==> src/rtl/ftm_pkg.sv <==
package ftm_pkg;

   localparam int unsigned REQ_DATA_W = 144;
   localparam int unsigned RSP_DATA_W = 448;

   localparam logic [31:0] RATE_RESET = 32'd32985;
   localparam logic signed [30:0] NS_PER_SEC = 31'sd1000000000;
   localparam logic [47:0] ALL_ONES_48 = 48'hFFFF_FFFF_FFFF;
   localparam logic [31:0] ALL_ONES_32 = 32'hFFFF_FFFF;

   localparam logic [1:0] KIND_OPEN   = 2'd0;
   localparam logic [1:0] KIND_FRAME  = 2'd1;
   localparam logic [1:0] KIND_REPORT = 2'd2;

   typedef struct packed {
      logic        func;
      logic [47:0] arrival;
      logic [31:0] sec;
      logic [29:0] nanosec;
      logic [31:0] payload;
   } req_item_type;

   typedef struct packed {
      logic        func;
      logic [47:0] arrival;
      logic [31:0] payload;
      logic [63:0] stamp;
   } stamp_item_type;

   typedef struct packed {
      logic [1:0]  kind;
      logic        was_open;
      logic [47:0] arrival;
      logic [31:0] payload;
      logic [63:0] stamp;
      logic        hdr_pos;
      logic [47:0] hdr_gap;
      logic [62:0] hdr_dt;
   } hdr_item_type;

   typedef struct packed {
      logic [1:0]  kind;
      logic        was_open;
      logic [47:0] arrival;
      logic [31:0] payload;
      logic [63:0] stamp;
      logic        hdr_pos;
      logic [47:0] hdr_gap;
      logic [63:0] prod_lo;
      logic [62:0] prod_hi;
   } prod_item_type;

   typedef struct packed {
      logic [1:0]  kind;
      logic        was_open;
      logic [47:0] arrival;
      logic [31:0] payload;
      logic [63:0] stamp;
      logic        hdr_pos;
      logic [47:0] hdr_gap;
      logic [31:0] missing_add;
   } acc_item_type;

   // The last member sits in the lowest bits of the result bus.
   typedef struct packed {
      logic [31:0] out_of_order_count;
      logic [31:0] missing_frames;
      logic [47:0] max_header_gap;
      logic [47:0] min_header_gap;
      logic [47:0] max_arrival_gap;
      logic [47:0] min_arrival_gap;
      logic [63:0] header_span_ns;
      logic [47:0] arrival_span_ns;
      logic [47:0] byte_total;
      logic [31:0] frame_count;
   } rsp_data_type;

endpackage

==> src/rtl/ftm_stamp.sv <==
module ftm_stamp
   import ftm_pkg::*;
(
   input  logic           clock,
   input  logic           reset,
   input  logic           in_valid,
   output logic           in_ready,
   input  req_item_type   in_item,
   output logic           out_valid,
   input  logic           out_ready,
   output stamp_item_type out_item
);

   logic           cap_valid_ff, cap_valid_in;
   req_item_type   cap_item_ff, cap_item_in;
   logic           stamp_valid_ff, stamp_valid_in;
   stamp_item_type stamp_item_ff, stamp_item_in;
   logic           cap_ready;
   logic           stamp_ready;
   logic signed [62:0] sec_prod;

   assign stamp_ready = !stamp_valid_ff || out_ready;
   assign cap_ready   = !cap_valid_ff || stamp_ready;
   assign in_ready    = cap_ready;
   assign sec_prod    = 63'($signed(cap_item_ff.sec)) * 63'(NS_PER_SEC);

   always_comb begin
      cap_valid_in   = cap_ready ? in_valid : cap_valid_ff;
      cap_item_in    = (cap_ready && in_valid) ? in_item : cap_item_ff;
      stamp_valid_in = stamp_ready ? cap_valid_ff : stamp_valid_ff;
      stamp_item_in  = stamp_item_ff;
      if (stamp_ready && cap_valid_ff) begin
         stamp_item_in.func    = cap_item_ff.func;
         stamp_item_in.arrival = cap_item_ff.arrival;
         stamp_item_in.payload = cap_item_ff.payload;
         stamp_item_in.stamp   = {sec_prod[62], sec_prod} + {34'd0, cap_item_ff.nanosec};
      end
   end

   always_ff @(posedge clock) begin
      if (reset) begin
         cap_valid_ff   <= 1'b0;
         stamp_valid_ff <= 1'b0;
      end else begin
         cap_valid_ff   <= cap_valid_in;
         stamp_valid_ff <= stamp_valid_in;
      end
      cap_item_ff   <= cap_item_in;
      stamp_item_ff <= stamp_item_in;
   end

   assign out_valid = stamp_valid_ff;
   assign out_item  = stamp_item_ff;

endmodule

==> config.mk <==
export PLATFORM = sky130hd
export DESIGN_NAME = ftm_stamp
export DESIGN_NICKNAME = d
export VERILOG_FILES = /design/src/rtl/ftm_pkg.sv /design/src/rtl/ftm_stamp.sv
export SDC_FILE = /design/constraint.sdc
export NUM_CORES = 1
export LEC_CHECK = 0
export ABC_AREA = 1
export BUFFER_PORTS_ARGS = -buffer_cell sky130_fd_sc_hd__buf_2
export CAP_MARGIN = 20
export CORE_ASPECT_RATIO = 0.75
export CORE_MARGIN = 3
export CORE_UTILIZATION = 40
export CTS_BUF_LIST = sky130_fd_sc_hd__clkbuf_8
export DETAILED_ROUTE_END_ITERATION = 10
export PLACE_DENSITY = 0.57
export SLEW_MARGIN = 5
export SYNTH_ARGS = -nofsm -noshare
export SYNTH_HDL_FRONTEND = slang
export SYNTH_SLANG_ARGS = --single-unit
export TNS_END_PERCENT = 20
==> constraint.sdc <==
create_clock -name clock -period 11.1 [get_ports clock]
set_input_delay 1.11 -clock clock [delete_from_list [all_inputs] [get_ports clock]]
set_output_delay 1.11 -clock clock [all_outputs]
set_load 0.005 [all_outputs]
==> impl_metrics.ini <==
[outcome]
status = completed

[clock_tree]
insertion_delay_ns = 0.66
path_clk_slew_ns = 0.07
cts_buffers = 47
postCtsSetupBuffers = 0
clockRootBuffer = clkbuf_8
cts_resized = 0
holdBufCountCts = 0
clock_path_buffers = 3
cts_tree = built
cts.sinks = 290
htree_levels = 2

[timing]
fin_skew_ns = 0.06902
slew_headroom = 0.3896
hold_violations = 0
fin_crit_sh = 0.7078
worstMarginPinSlew_ns = 0.9156
hold_slack_ns = 0.3704
setup_viol = 0
setup_tns_ns = 0
drv_slew = 0
min_period_ns = 7.856
max_clock_freq_ghz = 0.1273
rsz0062_at_grt = false

[drt]
drt_wl_total_mm = 76.93
wl_per_cell_um = 18.99
drtIter0Drc = 1365
vias = 19110
dr.pass1.iters = 6
vias_per_cell = 4.716
ant_nets = 0
drc = 0

[grt]
grt_start_max_net_pins = 80
grt_pass1_vias = 20040
gr-total-overflow = 0
track_usage = 0.2259
grt_pass1_wl_mm = 119.4
antenna_found_initial = 2

[synth]
async_reset_ff_frac = 0
synth_top_area_share = 0.3227
yosys_register_bits = 290
synth.area.top_cells = edfxtp_1, fa_1, ha_1, inv_1, nand2_1
ys_types = 36
ys_seq_area_frac = 0.3242
synth_edf_count = 288
synth.avg_cell_area_um2 = 9.595
ys.flop_type = edfxtp_1
netlist_area_um2 = 26800
synth_nets = 3520
yosys.area.top_type = edfxtp_1
syn_inst = 2793
yosys_warnings = 0

[floorplanning]
rows = 81
die_h_um = 230.2
die_area_um2 = 70170
io_pins = 294
core_area_um2 = 65770
die_x_um = 304.9
start_util = 0.4074

[final_layout]
drive_gt1_frac = 0.1526
utilization = 0.4614
regArea_um2 = 8688
nets = 3868
final_common_cell = inv_1
finalInstanceArea_um2 = 30350
final_cell_mix = inv_1, nand2_1, fa_1, buf_2, edfxtp_1
multiInputGateArea_um2 = 15290
nFillCells = 6316
area_delta_synth_final_pct = 13.26

[setup_path]
path_buf_inv = 10
slowest_delay_ns = 0.55
critPathTopFamily = adder cells
worst_path_most_repeated_cell = inv_1
worstSetupPathType = register to register
required_ns = 11.52
worst-path-max-fanout = 7
start_kind = register
cp_data_arrival_time_ns = 8.28
setup.worst_path.end_class = register
critPathSlowestCell = fa_1

[worst_hold_path]
hold_class = register to register

[place]
dpl_cell_area_um2 = 29420
place.gp.congestion = 0.9572
hpwl_mm = 66.22
io_buffers = 293

[run]
cap_violations = 0
-- registers in the layout (all words and copies together) (netlist names) --
| register | cells |
|---|---|
| out_item | 145 |
| cap_valid_ff | 1 |
| out_valid | 1 |
| cap_item_ff | 143 |
-- path summary, 6_finish.rpt --
check             cells past startpoint  slack [ns]                       start                      end
hold reg to reg                       0        0.37  cap_item_ff[127]$_DFFE_PP_  out_item[129]$_DFFE_PP_
setup reg to reg                     36        3.24   cap_item_ff[69]$_DFFE_PP_   out_item[53]$_DFFE_PP_
hold / removal                        0        0.37  cap_item_ff[127]$_DFFE_PP_  out_item[129]$_DFFE_PP_
setup / recovery                     36        3.24   cap_item_ff[69]$_DFFE_PP_   out_item[53]$_DFFE_PP_
-- synthesized netlist by cell type (3+ instances only) --
master / instances
clkinv_1: 4
nor2_2: 29
xor2_1: 66
or2_2: 8
nand2_2: 42
ha_1: 248
nor2_4: 9
nand3_2: 11
o21ai_0: 15
inv_1: 732
o21bai_1: 4
nand2_1: 622
xnor2_1: 13
edfxtp_1: 288
a31oi_1: 7
nor3_1: 8
inv_2: 17
fa_1: 332
a21oi_1: 67
nand2_4: 3
nand4_1: 23
nor2_1: 133
a21o_1: 5
nand3_1: 92
-- per-layer routing --
| metal | share of wire | GRT usage | vias up |
|---|---|---|---|
| met5 | 0 | 0 | - |
| met4 | 0.017 | 0.04372 | 0 |
| met3 | 0.085 | 0.06317 | 64 |
| met2 | 0.42 | 0.3343 | 567 |
| met1 | 0.47 | 0.3324 | 9240 |
| li1 | - | - | 9235 |
-- cells by family (layout without fill, tap and decap cells) --
logic type,after synthesis,after routing,share of synthesized area
and+or+nand+nor,987,987,0.1594
other,0,1,0
xor gates and xnor gates,79,79,0.02582
DFF,290,290,0.3242
AOI/OAI and AO/OA,104,104,0.02124
adders and majority gates,580,580,0.3638
buffers and inverters,753,1139,0.1055
-- final cells by class --
class	count	share of cell area
Timing Repair Buffer	299	0.04980
Multi-Input combinational cell	1750	0.5039
Inverter	753	0.09329
Clock buffer	49	0.02222
Clock inverter	38	0.008492
Antenna cell	1	0.00008245
Tap cell	871	0.03591
Sequential cell	290	0.2863
-- metrics by stage --
step           instances  worst slack [ns]
2_1_floorplan       2793             2.284
3_3_place_gp        3963             3.437
3_5_place_dp        3963             3.343
4_1_cts             4050             3.275
5_1_grt             4051             2.688
6_report            4051             3.244
Power is left out: the tool's default activity adds up to more than one toggle a clock period on the data nets, which glitch-free logic cannot reach.
