<file path="config.mk">
export PLATFORM = sky130hd
export DESIGN_NAME = ftm_interval
export DESIGN_NICKNAME = d
export VERILOG_FILES = /design/src/rtl/ftm_pkg.sv /design/src/rtl/ftm_interval.sv
export SDC_FILE = /design/constraint.sdc
export NUM_CORES = 1
export LEC_CHECK = 0
export BUFFER_PORTS_ARGS = -buffer_cell sky130_fd_sc_hd__clkbuf_2
export CORE_ASPECT_RATIO = 1.5
export CORE_MARGIN = 2
export CORE_UTILIZATION = 53
export DETAILED_ROUTE_END_ITERATION = 8
export PLACE_DENSITY = 0.78
export RECOVER_POWER = 50
export SYNTH_ARGS = -nofsm -noshare
export SYNTH_HDL_FRONTEND = slang
export SYNTH_SLANG_ARGS = --single-unit
</file>
<file path="constraint.sdc">
create_clock -name clock -period 8.6 [get_ports clock]
set_clock_uncertainty 0.05 [all_clocks]
set_input_delay 0.86 -clock clock [delete_from_list [all_inputs] [get_ports clock]]
set_output_delay 0.86 -clock clock [all_outputs]
set_load 0.05 [all_outputs]
</file>
<file path="src/rtl/ftm_pkg.sv">
package ftm_pkg;

   localparam int unsigned REQ_DATA_W = 144;
   localparam int unsigned RSP_DATA_W = 448;

   localparam logic [31:0] RATE_RESET = 32'd32985;
   localparam logic signed [30:0] NS_PER_SEC = 31'sd1000000000;
   localparam logic [47:0] ALL_ONES_48 = 48'hFFFF_FFFF_FFFF;
   localparam logic [31:0] ALL_ONES_32 = 32'hFFFF_FFFF;

   localparam logic [1:0] KIND_OPEN   = 2'd0;
   localparam logic [1:0] KIND_FRAME  = 2'd1;
   localparam logic [1:0] KIND_REPORT = 2'd2;

   typedef struct packed {
      logic        func;
      logic [47:0] arrival;
      logic [31:0] sec;
      logic [29:0] nanosec;
      logic [31:0] payload;
   } req_item_type;

   typedef struct packed {
      logic        func;
      logic [47:0] arrival;
      logic [31:0] payload;
      logic [63:0] stamp;
   } stamp_item_type;

   typedef struct packed {
      logic [1:0]  kind;
      logic        was_open;
      logic [47:0] arrival;
      logic [31:0] payload;
      logic [63:0] stamp;
      logic        hdr_pos;
      logic [47:0] hdr_gap;
      logic [62:0] hdr_dt;
   } hdr_item_type;

   typedef struct packed {
      logic [1:0]  kind;
      logic        was_open;
      logic [47:0] arrival;
      logic [31:0] payload;
      logic [63:0] stamp;
      logic        hdr_pos;
      logic [47:0] hdr_gap;
      logic [63:0] prod_lo;
      logic [62:0] prod_hi;
   } prod_item_type;

   typedef struct packed {
      logic [1:0]  kind;
      logic        was_open;
      logic [47:0] arrival;
      logic [31:0] payload;
      logic [63:0] stamp;
      logic        hdr_pos;
      logic [47:0] hdr_gap;
      logic [31:0] missing_add;
   } acc_item_type;

   // The last member sits in the lowest bits of the result bus.
   typedef struct packed {
      logic [31:0] out_of_order_count;
      logic [31:0] missing_frames;
      logic [47:0] max_header_gap;
      logic [47:0] min_header_gap;
      logic [47:0] max_arrival_gap;
      logic [47:0] min_arrival_gap;
      logic [63:0] header_span_ns;
      logic [47:0] arrival_span_ns;
      logic [47:0] byte_total;
      logic [31:0] frame_count;
   } rsp_data_type;

endpackage

</file>
<file path="src/rtl/ftm_interval.sv">
module ftm_interval
   import ftm_pkg::*;
(
   input  logic           clock,
   input  logic           reset,
   input  logic           in_valid,
   output logic           in_ready,
   input  stamp_item_type in_item,
   output logic           out_valid,
   input  logic           out_ready,
   output hdr_item_type   out_item
);

   logic         window_open_ff, window_open_in;
   logic [63:0]  prev_header_ff, prev_header_in;
   logic         hdr_valid_ff, hdr_valid_in;
   hdr_item_type hdr_item_ff, hdr_item_in;
   logic         take;
   logic [63:0]  hdt;

   assign in_ready = !hdr_valid_ff || out_ready;
   assign take     = in_valid && in_ready;
   assign hdt      = in_item.stamp - prev_header_ff;

   always_comb begin
      window_open_in = window_open_ff;
      prev_header_in = prev_header_ff;
      hdr_valid_in   = in_ready ? in_valid : hdr_valid_ff;
      hdr_item_in    = hdr_item_ff;
      if (take) begin
         hdr_item_in.was_open = window_open_ff;
         hdr_item_in.arrival  = in_item.arrival;
         hdr_item_in.payload  = in_item.payload;
         hdr_item_in.stamp    = in_item.stamp;
         hdr_item_in.hdr_pos  = !hdt[63] && (hdt != 64'd0);
         hdr_item_in.hdr_gap  = (|hdt[62:48]) ? ALL_ONES_48 : hdt[47:0];
         hdr_item_in.hdr_dt   = hdt[62:0];
         if (in_item.func) begin
            hdr_item_in.kind = KIND_REPORT;
            window_open_in   = 1'b0;
         end else begin
            hdr_item_in.kind = window_open_ff ? KIND_FRAME : KIND_OPEN;
            window_open_in   = 1'b1;
            prev_header_in   = in_item.stamp;
         end
      end
   end

   always_ff @(posedge clock) begin
      if (reset) begin
         window_open_ff <= 1'b0;
         prev_header_ff <= 64'd0;
         hdr_valid_ff   <= 1'b0;
      end else begin
         window_open_ff <= window_open_in;
         prev_header_ff <= prev_header_in;
         hdr_valid_ff   <= hdr_valid_in;
      end
      hdr_item_ff <= hdr_item_in;
   end

   assign out_valid = hdr_valid_ff;
   assign out_item  = hdr_item_ff;

endmodule

</file>
==> report_table.html <==
<table>
<tr><th>Metric</th><th>Value</th></tr>
<tr><th colspan="2">Status</th></tr>
<tr><td>Outcome</td><td>finished, violations left</td></tr>
<tr><td>Failing checks</td><td>DRC, capacitance limit, slew limit</td></tr>
<tr><th colspan="2">Logic synthesis</th></tr>
<tr><td>Commonest cells in the netlist</td><td>259 x sky130_fd_sc_hd__edfxtp_1, 234 x sky130_fd_sc_hd__nand2_1, 157 x sky130_fd_sc_hd__a21oi_1</td></tr>
<tr><td>Netlist area before placement</td><td>14700 sq um</td></tr>
<tr><td>Synth area leaders</td><td>sky130_fd_sc_hd__edfxtp_1 53%, sky130_fd_sc_hd__dfxtp_1 9.0%, sky130_fd_sc_hd__nand2_1 6.0%, sky130_fd_sc_hd__ha_1 5.4%, sky130_fd_sc_hd__a21oi_1 5.3%</td></tr>
<tr><td>Post-synthesis cell type with the largest combined area</td><td>sky130_fd_sc_hd__edfxtp_1</td></tr>
<tr><td>Post-synth cell types</td><td>62</td></tr>
<tr><td>Number of instances in the synthesized netlist</td><td>1320</td></tr>
<tr><td>Syn Nets</td><td>1533</td></tr>
<tr><td>Ys async rst share</td><td>0%</td></tr>
<tr><td>Fraction of synthesized cell area taken by the top area cell type</td><td>52.9%</td></tr>
<tr><td>Flip-flop cell with the highest count after synthesis</td><td>sky130_fd_sc_hd__edfxtp_1</td></tr>
<tr><td>Yosys warning total</td><td>0</td></tr>
<tr><td>Post-synth EDFFs</td><td>259</td></tr>
<tr><td>Flip-flop and latch count after synthesis</td><td>325</td></tr>
<tr><td>Most frequent cell after synthesis</td><td>sky130_fd_sc_hd__edfxtp_1</td></tr>
<tr><td>Seq/Total Area, Yosys</td><td>61.9%</td></tr>
<tr><td>Synth Area per Inst</td><td>11.1 sq um</td></tr>
<tr><th colspan="2">Final layout</th></tr>
<tr><td>Final non-filler cell total</td><td>2088</td></tr>
<tr><td>Footprint of the multi-input gates</td><td>5050 sq um</td></tr>
<tr><td>Non-Filler Cell Area, Final</td><td>17800 sq um</td></tr>
<tr><td>Area Growth Syn to Fin</td><td>21.1%</td></tr>
<tr><td>Final net count</td><td>1934</td></tr>
<tr><td>Area taken by flip-flops and latches</td><td>9100 sq um</td></tr>
<tr><td>Layout fillers</td><td>2257</td></tr>
<tr><td>Share of cells above drive strength 1</td><td>18.7%</td></tr>
<tr><th colspan="2">Clock network</th></tr>
<tr><td>Post-cts gate resize count</td><td>0</td></tr>
<tr><td>Inserted Clock Buffers</td><td>29</td></tr>
<tr><td>Clock tree from TritonCTS</td><td>built</td></tr>
<tr><td>Number of hold buffers added after cts</td><td>0</td></tr>
<tr><td>Clock latency on the worst-skew pair</td><td>0.57 ns</td></tr>
<tr><td>Max Buffers Root-to-Sink</td><td>3</td></tr>
<tr><td>Number of setup buffers added after CTS</td><td>0</td></tr>
<tr><td>Clock root buffer</td><td>sky130_fd_sc_hd__clkbuf_16</td></tr>
<tr><td>Clock Pin Slew Worst Setup and Hold Paths</td><td>0.07 ns</td></tr>
<tr><td>Total number of clock tree sinks</td><td>325</td></tr>
<tr><td>Clock H-tree levels</td><td>1</td></tr>
<tr><th colspan="2">Run</th></tr>
<tr><td>Max cap viols</td><td>1</td></tr>
<tr><th colspan="2">Timing</th></tr>
<tr><td>Maximum operating frequency</td><td>192 MHz</td></tr>
<tr><td>Slew @ Worst Pin</td><td>3.25 ns</td></tr>
<tr><td>Final Max Tran Viols</td><td>67</td></tr>
<tr><td>Setup violators final</td><td>0</td></tr>
<tr><td>Final hold vios</td><td>0</td></tr>
<tr><td>Crit path time final</td><td>5.20 ns</td></tr>
<tr><td>RSZ-0062 raised after global routing</td><td>false</td></tr>
<tr><td>Rel. slew slack</td><td>-117%</td></tr>
<tr><td>Crit path setup slack, layout</td><td>3.40 ns</td></tr>
<tr><td>Share of the clock period used by the worst path after layout</td><td>60.5%</td></tr>
<tr><td>Sum of negative setup slack</td><td>0 ns</td></tr>
<tr><th colspan="2">Setup path</th></tr>
<tr><td>Max FO, Critical Path</td><td>37</td></tr>
<tr><td>Worst path cell trace</td><td>clkbuf_1 -&gt; inv_1 -&gt; ha_1 -&gt; fa_1 -&gt; nand2b_1 -&gt; a211oi_2 -&gt; o21ai_0 -&gt; nand2_1 -&gt; a31oi_2 -&gt; o41ai_2 -&gt; xor2_1 -&gt; or4_1 -&gt; nor4_1 -&gt; and4bb_2 -&gt; buf_4 -&gt; o21ai_0</td></tr>
<tr><td>Most numerous cell on the critical path</td><td>sky130_fd_sc_hd__o21ai_0</td></tr>
<tr><td>WP data required</td><td>8.84 ns</td></tr>
<tr><td>Worst EP arrival</td><td>5.44 ns</td></tr>
<tr><td>Critical path capture point type</td><td>flop</td></tr>
<tr><td>Cell type of the slowest stage on the worst timing path</td><td>sky130_fd_sc_hd__o41ai_2</td></tr>
<tr><td>Critical path launch point type</td><td>primary input</td></tr>
<tr><td>Worst stage delay on the critical path</td><td>0.55 ns</td></tr>
<tr><td>Kind of critical path</td><td>primary input to flop</td></tr>
<tr><th colspan="2">Floorplan</th></tr>
<tr><td>Y dimension of the die</td><td>208 microns</td></tr>
<tr><td>Area of the die</td><td>29100 sq um</td></tr>
<tr><td>Starting density of the core</td><td>53.9%</td></tr>
<tr><td>Site row count</td><td>74</td></tr>
<tr><td>Core Box Area</td><td>27300 sq um</td></tr>
<tr><td>DIE WIDTH</td><td>140 microns</td></tr>
<tr><td>Number of top-level design ports</td><td>410</td></tr>
<tr><th colspan="2">GRT</th></tr>
<tr><td>Number of antenna violations at the first check in global routing</td><td>2</td></tr>
<tr><td>Overflow after GRT</td><td>0</td></tr>
<tr><td>Via count of the first global-routing pass</td><td>11600</td></tr>
<tr><td>First-pass GRT wire length</td><td>62900 microns</td></tr>
<tr><td>Maximum number of pins on one net before global-route repair</td><td>140</td></tr>
<tr><td>All-Layer GR Usage</td><td>27.8%</td></tr>
<tr><th colspan="2">Placement</th></tr>
<tr><td>Buffers added on ports</td><td>409</td></tr>
<tr><td>Post-place instance area</td><td>17000 sq um</td></tr>
<tr><td>Pre-CTS WS</td><td>2.98 ns</td></tr>
<tr><td>Dpl cells</td><td>2032</td></tr>
<tr><td>Routability congestion estimate</td><td>0.986</td></tr>
<tr><td>Post-DP HPWL</td><td>32100 microns</td></tr>
<tr><th colspan="2">Route</th></tr>
<tr><td>Routed vias</td><td>11600</td></tr>
<tr><td>Final routed wire length divided by cell count</td><td>20.0 microns</td></tr>
<tr><td>Post-detailed-routing wire length</td><td>41800 microns</td></tr>
<tr><td>Via density</td><td>5.53</td></tr>
<tr><td>First-iteration detailed-routing DRC count</td><td>794</td></tr>
<tr><td>First-pass iteration count of the detailed router</td><td>8</td></tr>
<tr><td>Antenna-violating nets left</td><td>0</td></tr>
<tr><td>Number of remaining DRC errors</td><td>37</td></tr>
<tr><th colspan="2">Power and ir drop</th></tr>
<tr><td>Largest vdd supply drop</td><td>0.000167 V</td></tr>
<tr><td>Clock Power Share</td><td>32.4%</td></tr>
<tr><td>Design internal power</td><td>2.78 mW</td></tr>
<tr><td>Fraction of power consumed by combinational cells</td><td>21.7%</td></tr>
<tr><td>Pleak</td><td>6.57 nW</td></tr>
<tr><td>Sequential group share of total power</td><td>45.8%</td></tr>
<tr><td>Power spent charging and discharging nets</td><td>1.26 mW</td></tr>
<tr><td>Pwr per Cell Area</td><td>227 nW/um^2</td></tr>
<tr><td>Switching part of the total</td><td>31.2%</td></tr>
<tr><th colspan="2">Min path</th></tr>
<tr><td>Hold WC Path Type</td><td>flop to flop</td></tr>
</table>
==> cells by family (layout without fill, tap and decap cells) <==
kind of cell | count (synthesis) | count (layout) | share of synthesized area, %
multiplexers | 1 | 1 | 0.0681
AO/OA/AOI/OAI | 310 | 310 | 12.6
adder cells (fa/ha/maj) | 64 | 64 | 5.50
other | 0 | 2 | 0
AND/OR/NAND/NOR | 419 | 419 | 12.6
flip-flops | 325 | 325 | 61.9
XOR/XNOR | 59 | 59 | 3.51
buffers and inverters | 142 | 566 | 3.85
==> layout make-up <==
cell class                 instances  area share, %
multi-input combinational        853           28.3
timing repair buffer             415           10.6
antenna                            2         0.0281
inverter                          97           2.09
clock buffer                      39           4.56
sequential                       325           51.1
clock inverter                    15          0.885
tap                              342           2.40
==> through the flow <==
step	hold slack, ns	power (mW)	util, %
global route	0.406	4.18	65.2
finish	0.406	4.04	65.2
floorplan	0.372	2.52	-
global placement	0.391	2.76	62.4
detailed placement	0.397	2.77	62.4
CTS	0.402	4.08	65.9
==> routing by layer <==
layer,vias up,wire [microns],global-route usage [%]
li1,5509,-,-
met1,5442,14200,28.6
met2,498,22600,53.7
met3,105,3090,5.16
met4,0,1790,12.7
met5,-,0,0
==> worst max-delay path, delay by kind of cell <==
family | cells | cell delay, ns
AOI/OAI and AO/OA | 5 | 1.51
xor gates and xnor gates | 1 | 0.16
adders and majority gates | 2 | 0.62
buffers and inverters | 3 | 0.66
and+or+nand+nor | 5 | 1.60
==> flip-flops by register name, summed over array words and instances, names as in the netlist <==
signal	flops
out_item	259
out_valid	1
prev_header_ff	64
window_open_ff	1
==> worst paths after layout <==
check | to | cells past startpoint | from | slack, ns
max | out_item[94]$_SDFFCE_PP1P_ | 16 | in_item[0] | 3.40
min | prev_header_ff[49]$_SDFFE_PP0P_ | 2 | prev_header_ff[49]$_SDFFE_PP0P_ | 0.41
max reg2reg | out_item[94]$_SDFFCE_PP1P_ | 14 | prev_header_ff[0]$_SDFFE_PP0P_ | 3.57
min reg2reg | prev_header_ff[49]$_SDFFE_PP0P_ | 2 | prev_header_ff[49]$_SDFFE_PP0P_ | 0.41
==> power by group through the flow <==
stage          clock, mW  combinational, mW  sequential [mW]
5_1_grt             1.39              0.932             1.86
2_1_floorplan          0              0.333             2.18
6_report            1.31              0.879             1.85
4_1_cts             1.34              0.886             1.85
3_5_place_dp           0              0.883             1.89
3_3_place_gp           0              0.879             1.88
==> layout by cell type (no fill, tap or decap), types with 7 or more instances in the layout <==
master                      instances
sky130_fd_sc_hd__nand4_1           25
sky130_fd_sc_hd__nand2b_1          33
sky130_fd_sc_hd__nand3_1           12
sky130_fd_sc_hd__a21oi_1          158
sky130_fd_sc_hd__edfxtp_1         259
sky130_fd_sc_hd__xnor2_1           30
sky130_fd_sc_hd__clkbuf_1         160
sky130_fd_sc_hd__nor3_1            11
sky130_fd_sc_hd__ha_1              63
sky130_fd_sc_hd__nor4_1            11
sky130_fd_sc_hd__clkbuf_2         255
sky130_fd_sc_hd__o21ai_1           12
sky130_fd_sc_hd__inv_1             96
sky130_fd_sc_hd__nand2_1          234
sky130_fd_sc_hd__xor2_1            29
sky130_fd_sc_hd__dfxtp_1           66
sky130_fd_sc_hd__a31oi_1            9
sky130_fd_sc_hd__a21o_1            17
sky130_fd_sc_hd__nor2_1            68
sky130_fd_sc_hd__o21a_1             7
sky130_fd_sc_hd__clkbuf_16         29
sky130_fd_sc_hd__o21ai_0           56
Power figures use the tool's default switching activity.
