**config.mk**
```make
export PLATFORM = sky130hd
export DESIGN_NAME = ftm_window
export DESIGN_NICKNAME = d
export VERILOG_FILES = /design/src/rtl/ftm_pkg.sv /design/src/rtl/ftm_window.sv
export SDC_FILE = /design/constraint.sdc
export NUM_CORES = 2
export LEC_CHECK = 0
export ABC_AREA = 1
export CAP_MARGIN = 10
export CELL_PAD_IN_SITES_DETAIL_PLACEMENT = 2
export CELL_PAD_IN_SITES_GLOBAL_PLACEMENT = 2
export CORE_MARGIN = 2
export CORE_UTILIZATION = 37
export CTS_BUF_LIST = sky130_fd_sc_hd__clkbuf_4 sky130_fd_sc_hd__clkbuf_8 sky130_fd_sc_hd__clkbuf_16
export CTS_CLUSTER_DIAMETER = 80
export DETAILED_ROUTE_END_ITERATION = 10
export DONT_BUFFER_PORTS = 1
export PLACE_DENSITY_LB_ADDON = 0.1
export REMOVE_ABC_BUFFERS = 1
export SLEW_MARGIN = 20
export SYNTH_ARGS = -nofsm -noshare
export SYNTH_HDL_FRONTEND = slang
export SYNTH_SLANG_ARGS = --single-unit
```
**constraint.sdc**
```tcl
create_clock -name clock -period 13.8 [get_ports clock]
set_input_delay 0.69 -clock clock [delete_from_list [all_inputs] [get_ports clock]]
set_output_delay 0.69 -clock clock [all_outputs]
set_load 0.005 [all_outputs]
```
**src/rtl/ftm_pkg.sv**
```systemverilog
package ftm_pkg;

   localparam int unsigned REQ_DATA_W = 144;
   localparam int unsigned RSP_DATA_W = 448;

   localparam logic [31:0] RATE_RESET = 32'd32985;
   localparam logic signed [30:0] NS_PER_SEC = 31'sd1000000000;
   localparam logic [47:0] ALL_ONES_48 = 48'hFFFF_FFFF_FFFF;
   localparam logic [31:0] ALL_ONES_32 = 32'hFFFF_FFFF;

   localparam logic [1:0] KIND_OPEN   = 2'd0;
   localparam logic [1:0] KIND_FRAME  = 2'd1;
   localparam logic [1:0] KIND_REPORT = 2'd2;

   typedef struct packed {
      logic        func;
      logic [47:0] arrival;
      logic [31:0] sec;
      logic [29:0] nanosec;
      logic [31:0] payload;
   } req_item_type;

   typedef struct packed {
      logic        func;
      logic [47:0] arrival;
      logic [31:0] payload;
      logic [63:0] stamp;
   } stamp_item_type;

   typedef struct packed {
      logic [1:0]  kind;
      logic        was_open;
      logic [47:0] arrival;
      logic [31:0] payload;
      logic [63:0] stamp;
      logic        hdr_pos;
      logic [47:0] hdr_gap;
      logic [62:0] hdr_dt;
   } hdr_item_type;

   typedef struct packed {
      logic [1:0]  kind;
      logic        was_open;
      logic [47:0] arrival;
      logic [31:0] payload;
      logic [63:0] stamp;
      logic        hdr_pos;
      logic [47:0] hdr_gap;
      logic [63:0] prod_lo;
      logic [62:0] prod_hi;
   } prod_item_type;

   typedef struct packed {
      logic [1:0]  kind;
      logic        was_open;
      logic [47:0] arrival;
      logic [31:0] payload;
      logic [63:0] stamp;
      logic        hdr_pos;
      logic [47:0] hdr_gap;
      logic [31:0] missing_add;
   } acc_item_type;

   // The last member sits in the lowest bits of the result bus.
   typedef struct packed {
      logic [31:0] out_of_order_count;
      logic [31:0] missing_frames;
      logic [47:0] max_header_gap;
      logic [47:0] min_header_gap;
      logic [47:0] max_arrival_gap;
      logic [47:0] min_arrival_gap;
      logic [63:0] header_span_ns;
      logic [47:0] arrival_span_ns;
      logic [47:0] byte_total;
      logic [31:0] frame_count;
   } rsp_data_type;

endpackage

```
**src/rtl/ftm_window.sv**
```systemverilog
module ftm_window
   import ftm_pkg::*;
(
   input  logic         clock,
   input  logic         reset,
   input  logic         in_valid,
   output logic         in_ready,
   input  acc_item_type in_item,
   output logic         rsp_valid,
   input  logic         rsp_ready,
   output logic         rsp_report_valid,
   output rsp_data_type rsp_data
);

   logic [31:0]  count_ff, count_in;
   logic [47:0]  bytes_ff, bytes_in;
   logic [47:0]  first_arrival_ff, first_arrival_in;
   logic [47:0]  prev_arrival_ff, prev_arrival_in;
   logic [63:0]  first_header_ff, first_header_in;
   logic [63:0]  last_header_ff, last_header_in;
   logic [47:0]  min_arr_gap_ff, min_arr_gap_in;
   logic [47:0]  max_arr_gap_ff, max_arr_gap_in;
   logic [47:0]  min_hdr_gap_ff, min_hdr_gap_in;
   logic [47:0]  max_hdr_gap_ff, max_hdr_gap_in;
   logic [31:0]  missing_ff, missing_in;
   logic [31:0]  nonmono_ff, nonmono_in;
   logic         rsp_valid_ff, rsp_valid_in;
   logic         rsp_report_valid_ff, rsp_report_valid_in;
   rsp_data_type rsp_data_ff, rsp_data_in;
   logic         out_free;
   logic         is_report;
   logic         take;
   logic         report_ok;
   logic [47:0]  arr_gap;
   logic [48:0]  bytes_sum;
   logic [32:0]  missing_sum;

   assign out_free    = !rsp_valid_ff || rsp_ready;
   assign is_report   = in_item.kind == KIND_REPORT;
   assign in_ready    = !is_report || out_free;
   assign take        = in_valid && in_ready;
   assign report_ok   = in_item.was_open && (|count_ff[31:1]);
   assign arr_gap     = in_item.arrival - prev_arrival_ff;
   assign bytes_sum   = {1'b0, bytes_ff} + {17'd0, in_item.payload};
   assign missing_sum = {1'b0, missing_ff} + {1'b0, in_item.missing_add};

   always_comb begin
      count_in            = count_ff;
      bytes_in            = bytes_ff;
      first_arrival_in    = first_arrival_ff;
      prev_arrival_in     = prev_arrival_ff;
      first_header_in     = first_header_ff;
      last_header_in      = last_header_ff;
      min_arr_gap_in      = min_arr_gap_ff;
      max_arr_gap_in      = max_arr_gap_ff;
      min_hdr_gap_in      = min_hdr_gap_ff;
      max_hdr_gap_in      = max_hdr_gap_ff;
      missing_in          = missing_ff;
      nonmono_in          = nonmono_ff;
      rsp_valid_in        = rsp_valid_ff && !rsp_ready;
      rsp_report_valid_in = rsp_report_valid_ff;
      rsp_data_in         = rsp_data_ff;
      if (take) begin
         case (in_item.kind)
            KIND_OPEN: begin
               count_in         = 32'd1;
               bytes_in         = {16'd0, in_item.payload};
               first_arrival_in = in_item.arrival;
               prev_arrival_in  = in_item.arrival;
               first_header_in  = in_item.stamp;
               last_header_in   = in_item.stamp;
               min_arr_gap_in   = ALL_ONES_48;
               max_arr_gap_in   = 48'd0;
               min_hdr_gap_in   = ALL_ONES_48;
               max_hdr_gap_in   = 48'd0;
               missing_in       = 32'd0;
               nonmono_in       = 32'd0;
            end
            KIND_FRAME: begin
               if (arr_gap < min_arr_gap_ff) begin
                  min_arr_gap_in = arr_gap;
               end
               if (arr_gap > max_arr_gap_ff) begin
                  max_arr_gap_in = arr_gap;
               end
               if (in_item.hdr_pos) begin
                  if (in_item.hdr_gap < min_hdr_gap_ff) begin
                     min_hdr_gap_in = in_item.hdr_gap;
                  end
                  if (in_item.hdr_gap > max_hdr_gap_ff) begin
                     max_hdr_gap_in = in_item.hdr_gap;
                  end
                  missing_in = (missing_sum >= {1'b0, ALL_ONES_32}) ? ALL_ONES_32
                                                                    : missing_sum[31:0];
               end else if (nonmono_ff != ALL_ONES_32) begin
                  nonmono_in = nonmono_ff + 32'd1;
               end
               if (count_ff != ALL_ONES_32) begin
                  count_in = count_ff + 32'd1;
               end
               bytes_in        = (bytes_sum >= {1'b0, ALL_ONES_48}) ? ALL_ONES_48
                                                                    : bytes_sum[47:0];
               prev_arrival_in = in_item.arrival;
               last_header_in  = in_item.stamp;
            end
            KIND_REPORT: begin
               rsp_valid_in        = 1'b1;
               rsp_report_valid_in = report_ok;
               rsp_data_in         = '0;
               if (report_ok) begin
                  rsp_data_in.frame_count        = count_ff;
                  rsp_data_in.byte_total         = bytes_ff;
                  rsp_data_in.arrival_span_ns    = prev_arrival_ff - first_arrival_ff;
                  rsp_data_in.header_span_ns     = last_header_ff - first_header_ff;
                  rsp_data_in.min_arrival_gap    = min_arr_gap_ff;
                  rsp_data_in.max_arrival_gap    = max_arr_gap_ff;
                  rsp_data_in.min_header_gap     = min_hdr_gap_ff;
                  rsp_data_in.max_header_gap     = max_hdr_gap_ff;
                  rsp_data_in.missing_frames     = missing_ff;
                  rsp_data_in.out_of_order_count = nonmono_ff;
               end
            end
            default: begin
            end
         endcase
      end
   end

   always_ff @(posedge clock) begin
      if (reset) begin
         count_ff         <= 32'd0;
         bytes_ff         <= 48'd0;
         first_arrival_ff <= 48'd0;
         prev_arrival_ff  <= 48'd0;
         first_header_ff  <= 64'd0;
         last_header_ff   <= 64'd0;
         min_arr_gap_ff   <= ALL_ONES_48;
         max_arr_gap_ff   <= 48'd0;
         min_hdr_gap_ff   <= ALL_ONES_48;
         max_hdr_gap_ff   <= 48'd0;
         missing_ff       <= 32'd0;
         nonmono_ff       <= 32'd0;
         rsp_valid_ff     <= 1'b0;
      end else begin
         count_ff         <= count_in;
         bytes_ff         <= bytes_in;
         first_arrival_ff <= first_arrival_in;
         prev_arrival_ff  <= prev_arrival_in;
         first_header_ff  <= first_header_in;
         last_header_ff   <= last_header_in;
         min_arr_gap_ff   <= min_arr_gap_in;
         max_arr_gap_ff   <= max_arr_gap_in;
         min_hdr_gap_ff   <= min_hdr_gap_in;
         max_hdr_gap_ff   <= max_hdr_gap_in;
         missing_ff       <= missing_in;
         nonmono_ff       <= nonmono_in;
         rsp_valid_ff     <= rsp_valid_in;
      end
      rsp_report_valid_ff <= rsp_report_valid_in;
      rsp_data_ff         <= rsp_data_in;
   end

   assign rsp_valid        = rsp_valid_ff;
   assign rsp_report_valid = rsp_report_valid_ff;
   assign rsp_data         = rsp_data_ff;

`ifndef SYNTH
   a_valid_needs_two: assert property (@(posedge clock) disable iff (reset)
      (rsp_valid_ff && rsp_report_valid_ff) |-> (rsp_data_ff.frame_count >= 32'd2))
      else $error("A valid report shows fewer than two frames.");

   a_empty_is_zero: assert property (@(posedge clock) disable iff (reset)
      (rsp_valid_ff && !rsp_report_valid_ff) |-> (rsp_data_ff == '0))
      else $error("An empty report carries non-zero statistics.");

   a_gap_order: assert property (@(posedge clock) disable iff (reset)
      (rsp_valid_ff && rsp_report_valid_ff)
      |-> (rsp_data_ff.min_arrival_gap <= rsp_data_ff.max_arrival_gap))
      else $error("The minimum arrival gap exceeds the maximum.");

   a_report_shown: assert property (@(posedge clock) disable iff (reset)
      (take && is_report) |=> rsp_valid_ff)
      else $error("A report item did not reach the result register.");
`endif

endmodule

```
==> qor_table.md <==
| Quantity | Value |
|:---|:---|
| Achievable frequency | 164.4 MHz |
| Die Outline Area | 160,900 sq um |
| Length of the first detailed-routing pass in iterations | 6 |
| Final Critical Period | 6.083 ns |
| Unrepaired setup endpoints after global routing | no |
| Fraction of power consumed by sequential logic | 0.396 |
| Run status | finished clean |
| Count of mapped cells out of synthesis | 7,793 |
| Antenna violations before repair | 15 |
| Element type at the critical path start | flip-flop |
| CP required | 14.47 ns |
| Weighted congestion reported at the end of routability-driven placement | 0.8985 |
| Number of register bits inferred by synthesis | 1,010 |
| Aggregate global-route resource usage | 0.2935 |
| H-Tree Depth | 3 |
| Chip Width | 401.1 microns |
| Mean instance size in the synthesized netlist | 7.488 sq um |
| Source-to-sink clock delay at the later pin of the worst-skew pair | 0.78 ns |
| Non-filler cells, final | 9,872 |
| Clk pin slew, worst setup/hold paths | 0.06 ns |
| Number of synthesized flops with an enable pin | 449 |
| Vertical die dimension | 401.1 microns |
| Netlist cell types | 59 |
| Total length of routed wires | 241,800 microns |
| Transition time of the tightest slew-check pin | 1.214 ns |
| Most instantiated flip-flop cell in the synthesis netlist | sky130_fd_sc_hd__dfxtp_1 |
| Final ANT Viol Nets | 0 |
| Net switching share of the total power | 0.3153 |
| Worst vdd rail ir drop | 0.09667 mV |
| Largest area contributor in the synthesized netlist | sky130_fd_sc_hd__edfxtp_1 |
| Post-CTS setup buffers | 0 |
| Clk buf depth | 3 |
| Global route total overflow | 0 |
| Root cell of the clock tree | sky130_fd_sc_hd__clkbuf_16 |
| Count of vias placed by the detailed router | 53,990 |
| Setup TNS | 0 ns |
| Int Power | 5672 uW |
| Finish-stage setup viols | 0 |
| Sink Count | 1,010 |
| WS Path Type | reg2reg |
| Number of placed I/O pins | 683 |
| Data arrival time of the critical path | 6.75 ns |
| Number of hold violations in the final report | 0 |
| Uppermost signal routing layer after detailed routing | met5 |
| Number of global-route vias before repair | 57,800 |
| CTS resizes | 0 |
| Drt drc | 0 |
| Pwr Density | 128.3 nW/um^2 |
| Number of buffers inserted for hold repair after clock tree synthesis | 1 |
| Max-cap violation count | 0 |
| Post-Syn Area | 58,350 sq um |
| Total met2 wirelength after detailed routing | 114,500 microns |
| Fraction of the yosys area taken by sequential cells | 0.4235 |
| Inserted Clock Buffers | 118 |
| Area added between synthesis and finish | 10.68% |
| Share of Yosys cell area claimed by the top area cell type | 0.2311 |
| Leading post-synthesis cells by cell area | sky130_fd_sc_hd__edfxtp_1, sky130_fd_sc_hd__dfxtp_1, sky130_fd_sc_hd__nand2_1 |
| Endpoint type of the worst setup path | flip-flop |
| Warnings, synthesis | 0 |
| Path category of the worst min-delay check | in2reg |
| Global-route wire length before repair | 366,900 microns |
| Leakage | 0.02782 uW |
| Port Buffer Count | 0 |
| Core Region | 156,400 sq um |
| Wire length the detailed router placed on met1 | 108,000 microns |
| Detail-routed net length per standard cell | 24.50 microns |
| Portion of total power attributed to combinational logic | 0.194 |
| TritonCTS clock tree | yes |
| Total Nets Final | 8,343 |
| Max-slew headroom at the worst pin | 0.1908 |
| Critical-path maximum fanout | 32 |
| Largest net degree at the start of global routing | 198 |
| Effective utilization at floorplan | 0.3731 |
| Final number of max-transition violations | 0 |
| Post-synthesis async set-or-reset flop share | 0 |
| Inst Count DP | 9,630 |
| Wire length on met3 | 13,380 microns |
| Hpwl dp | 182,800 microns |
| Clk network pwr share | 0.410 |
| Site Rows | 145 |
| Worst-case clock skew | 0.03883 ns |
| Share of final-layout standard cells stronger than drive strength 1 | 0.05181 |
| Drt first-iter violations | 2,874 |
| Switch Pwr | 2612 uW |
| Tcrit/Tclk final | 0.4408 |
| Vias per std cell | 5.469 |
## routing by layer
layer,global-route usage,up-vias
met4,0.07713,8
met5,0,-
met1,0.3804,27160
met2,0.4954,1057
met3,0.06023,266
li1,-,25500
## layout by cell type (no fill, tap or decap), types with 16 or more instances in the layout
cell,synthesis,final
sky130_fd_sc_hd__a21oi_1,758,758
sky130_fd_sc_hd__or2_2,51,51
sky130_fd_sc_hd__a31oi_1,62,62
sky130_fd_sc_hd__nand2_1,1521,1515
sky130_fd_sc_hd__o21ai_0,520,519
sky130_fd_sc_hd__nand4_1,74,74
sky130_fd_sc_hd__clkbuf_16,0,120
sky130_fd_sc_hd__dfxtp_1,561,561
sky130_fd_sc_hd__nor3_1,85,85
sky130_fd_sc_hd__a211oi_1,16,16
sky130_fd_sc_hd__edfxtp_1,449,449
sky130_fd_sc_hd__nand3b_1,17,17
sky130_fd_sc_hd__nor2_1,949,945
sky130_fd_sc_hd__a21oi_2,17,17
sky130_fd_sc_hd__inv_1,1176,1173
sky130_fd_sc_hd__xor2_1,53,53
sky130_fd_sc_hd__nand3_2,21,22
sky130_fd_sc_hd__clkbuf_4,0,31
sky130_fd_sc_hd__nor4_1,36,35
sky130_fd_sc_hd__ha_1,413,413
sky130_fd_sc_hd__a21o_1,17,17
sky130_fd_sc_hd__buf_4,1,34
sky130_fd_sc_hd__diode_2,0,16
sky130_fd_sc_hd__o21a_1,37,37
sky130_fd_sc_hd__clkinv_2,0,19
sky130_fd_sc_hd__nand3_1,499,498
sky130_fd_sc_hd__o211ai_1,43,43
sky130_fd_sc_hd__xnor2_1,22,22
## synthesized netlist by cell type, types with 53 or more instances
cell type,count
sky130_fd_sc_hd__ha_1,413
sky130_fd_sc_hd__edfxtp_1,449
sky130_fd_sc_hd__o21ai_0,520
sky130_fd_sc_hd__a21oi_1,758
sky130_fd_sc_hd__nor2_1,949
sky130_fd_sc_hd__inv_1,1176
sky130_fd_sc_hd__clkbuf_1,217
sky130_fd_sc_hd__nand3_1,499
sky130_fd_sc_hd__nand4_1,74
sky130_fd_sc_hd__nand2_1,1521
sky130_fd_sc_hd__a31oi_1,62
sky130_fd_sc_hd__nor3_1,85
sky130_fd_sc_hd__dfxtp_1,561
sky130_fd_sc_hd__xor2_1,53
## path summary, 6_finish.rpt
path,startpoint,endpoint,slack [ns],cells past startpoint
worst max-delay path,prev_arrival_ff[0]$_SDFFE_PP0P_,max_arr_gap_ff[9]$_SDFFE_PP0P_,7.72,26
worst max register to register,prev_arrival_ff[0]$_SDFFE_PP0P_,max_arr_gap_ff[9]$_SDFFE_PP0P_,7.72,26
worst min-delay path,in_item[88],last_header_ff[7]$_SDFFE_PP0P_,0.06,2
worst min register to register,min_hdr_gap_ff[16]$_SDFFE_PP1P_,min_hdr_gap_ff[16]$_SDFFE_PP1P_,0.46,2
## logic make-up (layout without fill, tap and decap cells)
logic type,after synthesis,after routing,synth area share
buffers and inverters,1449,1454,0.09411
other,0,16,0
AO/OA/AOI/OAI,1537,1537,0.1424
AND/OR/NAND/NOR,3304,3304,0.2384
flip-flops,1010,1010,0.4235
adder cells (fa/ha/maj),418,418,0.09027
XOR/XNOR,75,75,0.01126
## state kept, by name, indices dropped and copies added, names as in the netlist, 48 cells and up
register	flops
min_arr_gap_ff	48
min_hdr_gap_ff	48
max_arr_gap_ff	48
last_header_ff	64
bytes_ff	48
max_hdr_gap_ff	48
rsp_data	448
prev_arrival_ff	48
first_arrival_ff	48
first_header_ff	64
## cell type report
class / instances / area (sq um)
clock inverters: 60 / 769.5
clock buffers: 165 / 3428
inverters: 1192 / 4504
repair buffers: 37 / 305.3
fillers: 18090 / 91810
multi-input cells: 5334 / 28250
flip-flops and latches: 1010 / 24710
well taps: 2058 / 2575
diodes: 16 / 40.04
## worst max-delay path: stages, from the launching register on
cell and delay, ns:
sky130_fd_sc_hd__dfxtp_1 0.35, sky130_fd_sc_hd__ha_1 0.15, sky130_fd_sc_hd__inv_1 0.06, sky130_fd_sc_hd__fa_1 0.40
sky130_fd_sc_hd__nand3_1 0.11, sky130_fd_sc_hd__nand2_1 0.12, sky130_fd_sc_hd__nand2_1 0.08, sky130_fd_sc_hd__nand2_1 0.08
sky130_fd_sc_hd__a21oi_1 0.62, sky130_fd_sc_hd__o21ai_0 0.48, sky130_fd_sc_hd__nand3_1 0.19, sky130_fd_sc_hd__nand3_1 0.17
sky130_fd_sc_hd__xor2_1 0.40, sky130_fd_sc_hd__ha_1 0.20, sky130_fd_sc_hd__nand2_1 0.06, sky130_fd_sc_hd__inv_1 0.06
sky130_fd_sc_hd__nand3_1 0.07, sky130_fd_sc_hd__inv_1 0.08, sky130_fd_sc_hd__nand2_1 0.09, sky130_fd_sc_hd__nor4_1 0.62
sky130_fd_sc_hd__nand3_1 0.15, sky130_fd_sc_hd__nand3_1 0.11, sky130_fd_sc_hd__nand2_1 0.12, sky130_fd_sc_hd__nor2_4 0.42
sky130_fd_sc_hd__buf_4 0.46, sky130_fd_sc_hd__nand2_1 0.13, sky130_fd_sc_hd__a21oi_1 0.18
## per-stage QoR
| step | utilization | hold slack [ns] | setup slack [ns] | cell area [sq um] | total power [uW] |
|---|---|---|---|---|---|
| after floorplan | - | 0.4263 | 2.465 | 57330 | 4373 |
| after global placement | 0.3857 | 0.4374 | 7.607 | 60320 | 4848 |
| after detailed placement | 0.3857 | 0.4454 | 7.248 | 60320 | 4919 |
| after CTS | 0.4126 | 0.01267 | 7.636 | 64530 | 8341 |
| after global routing | 0.4128 | 0.04735 | 7.208 | 64560 | 8675 |
| final | 0.4130 | 0.05590 | 7.717 | 64580 | 8284 |
## power by group through the flow
| stage | sequential [uW] | clock [uW] | combinational, uW |
|---|---|---|---|
| 3_5_place_dp | 3350 | 0 | 1570 |
| 6_report | 3280 | 3400 | 1600 |
| 2_1_floorplan | 3330 | 0 | 1040 |
| 4_1_cts | 3280 | 3460 | 1590 |
| 5_1_grt | 3290 | 3590 | 1790 |
| 3_3_place_gp | 3340 | 0 | 1510 |
No activity file was read; power rests on OpenSTA's default activity.
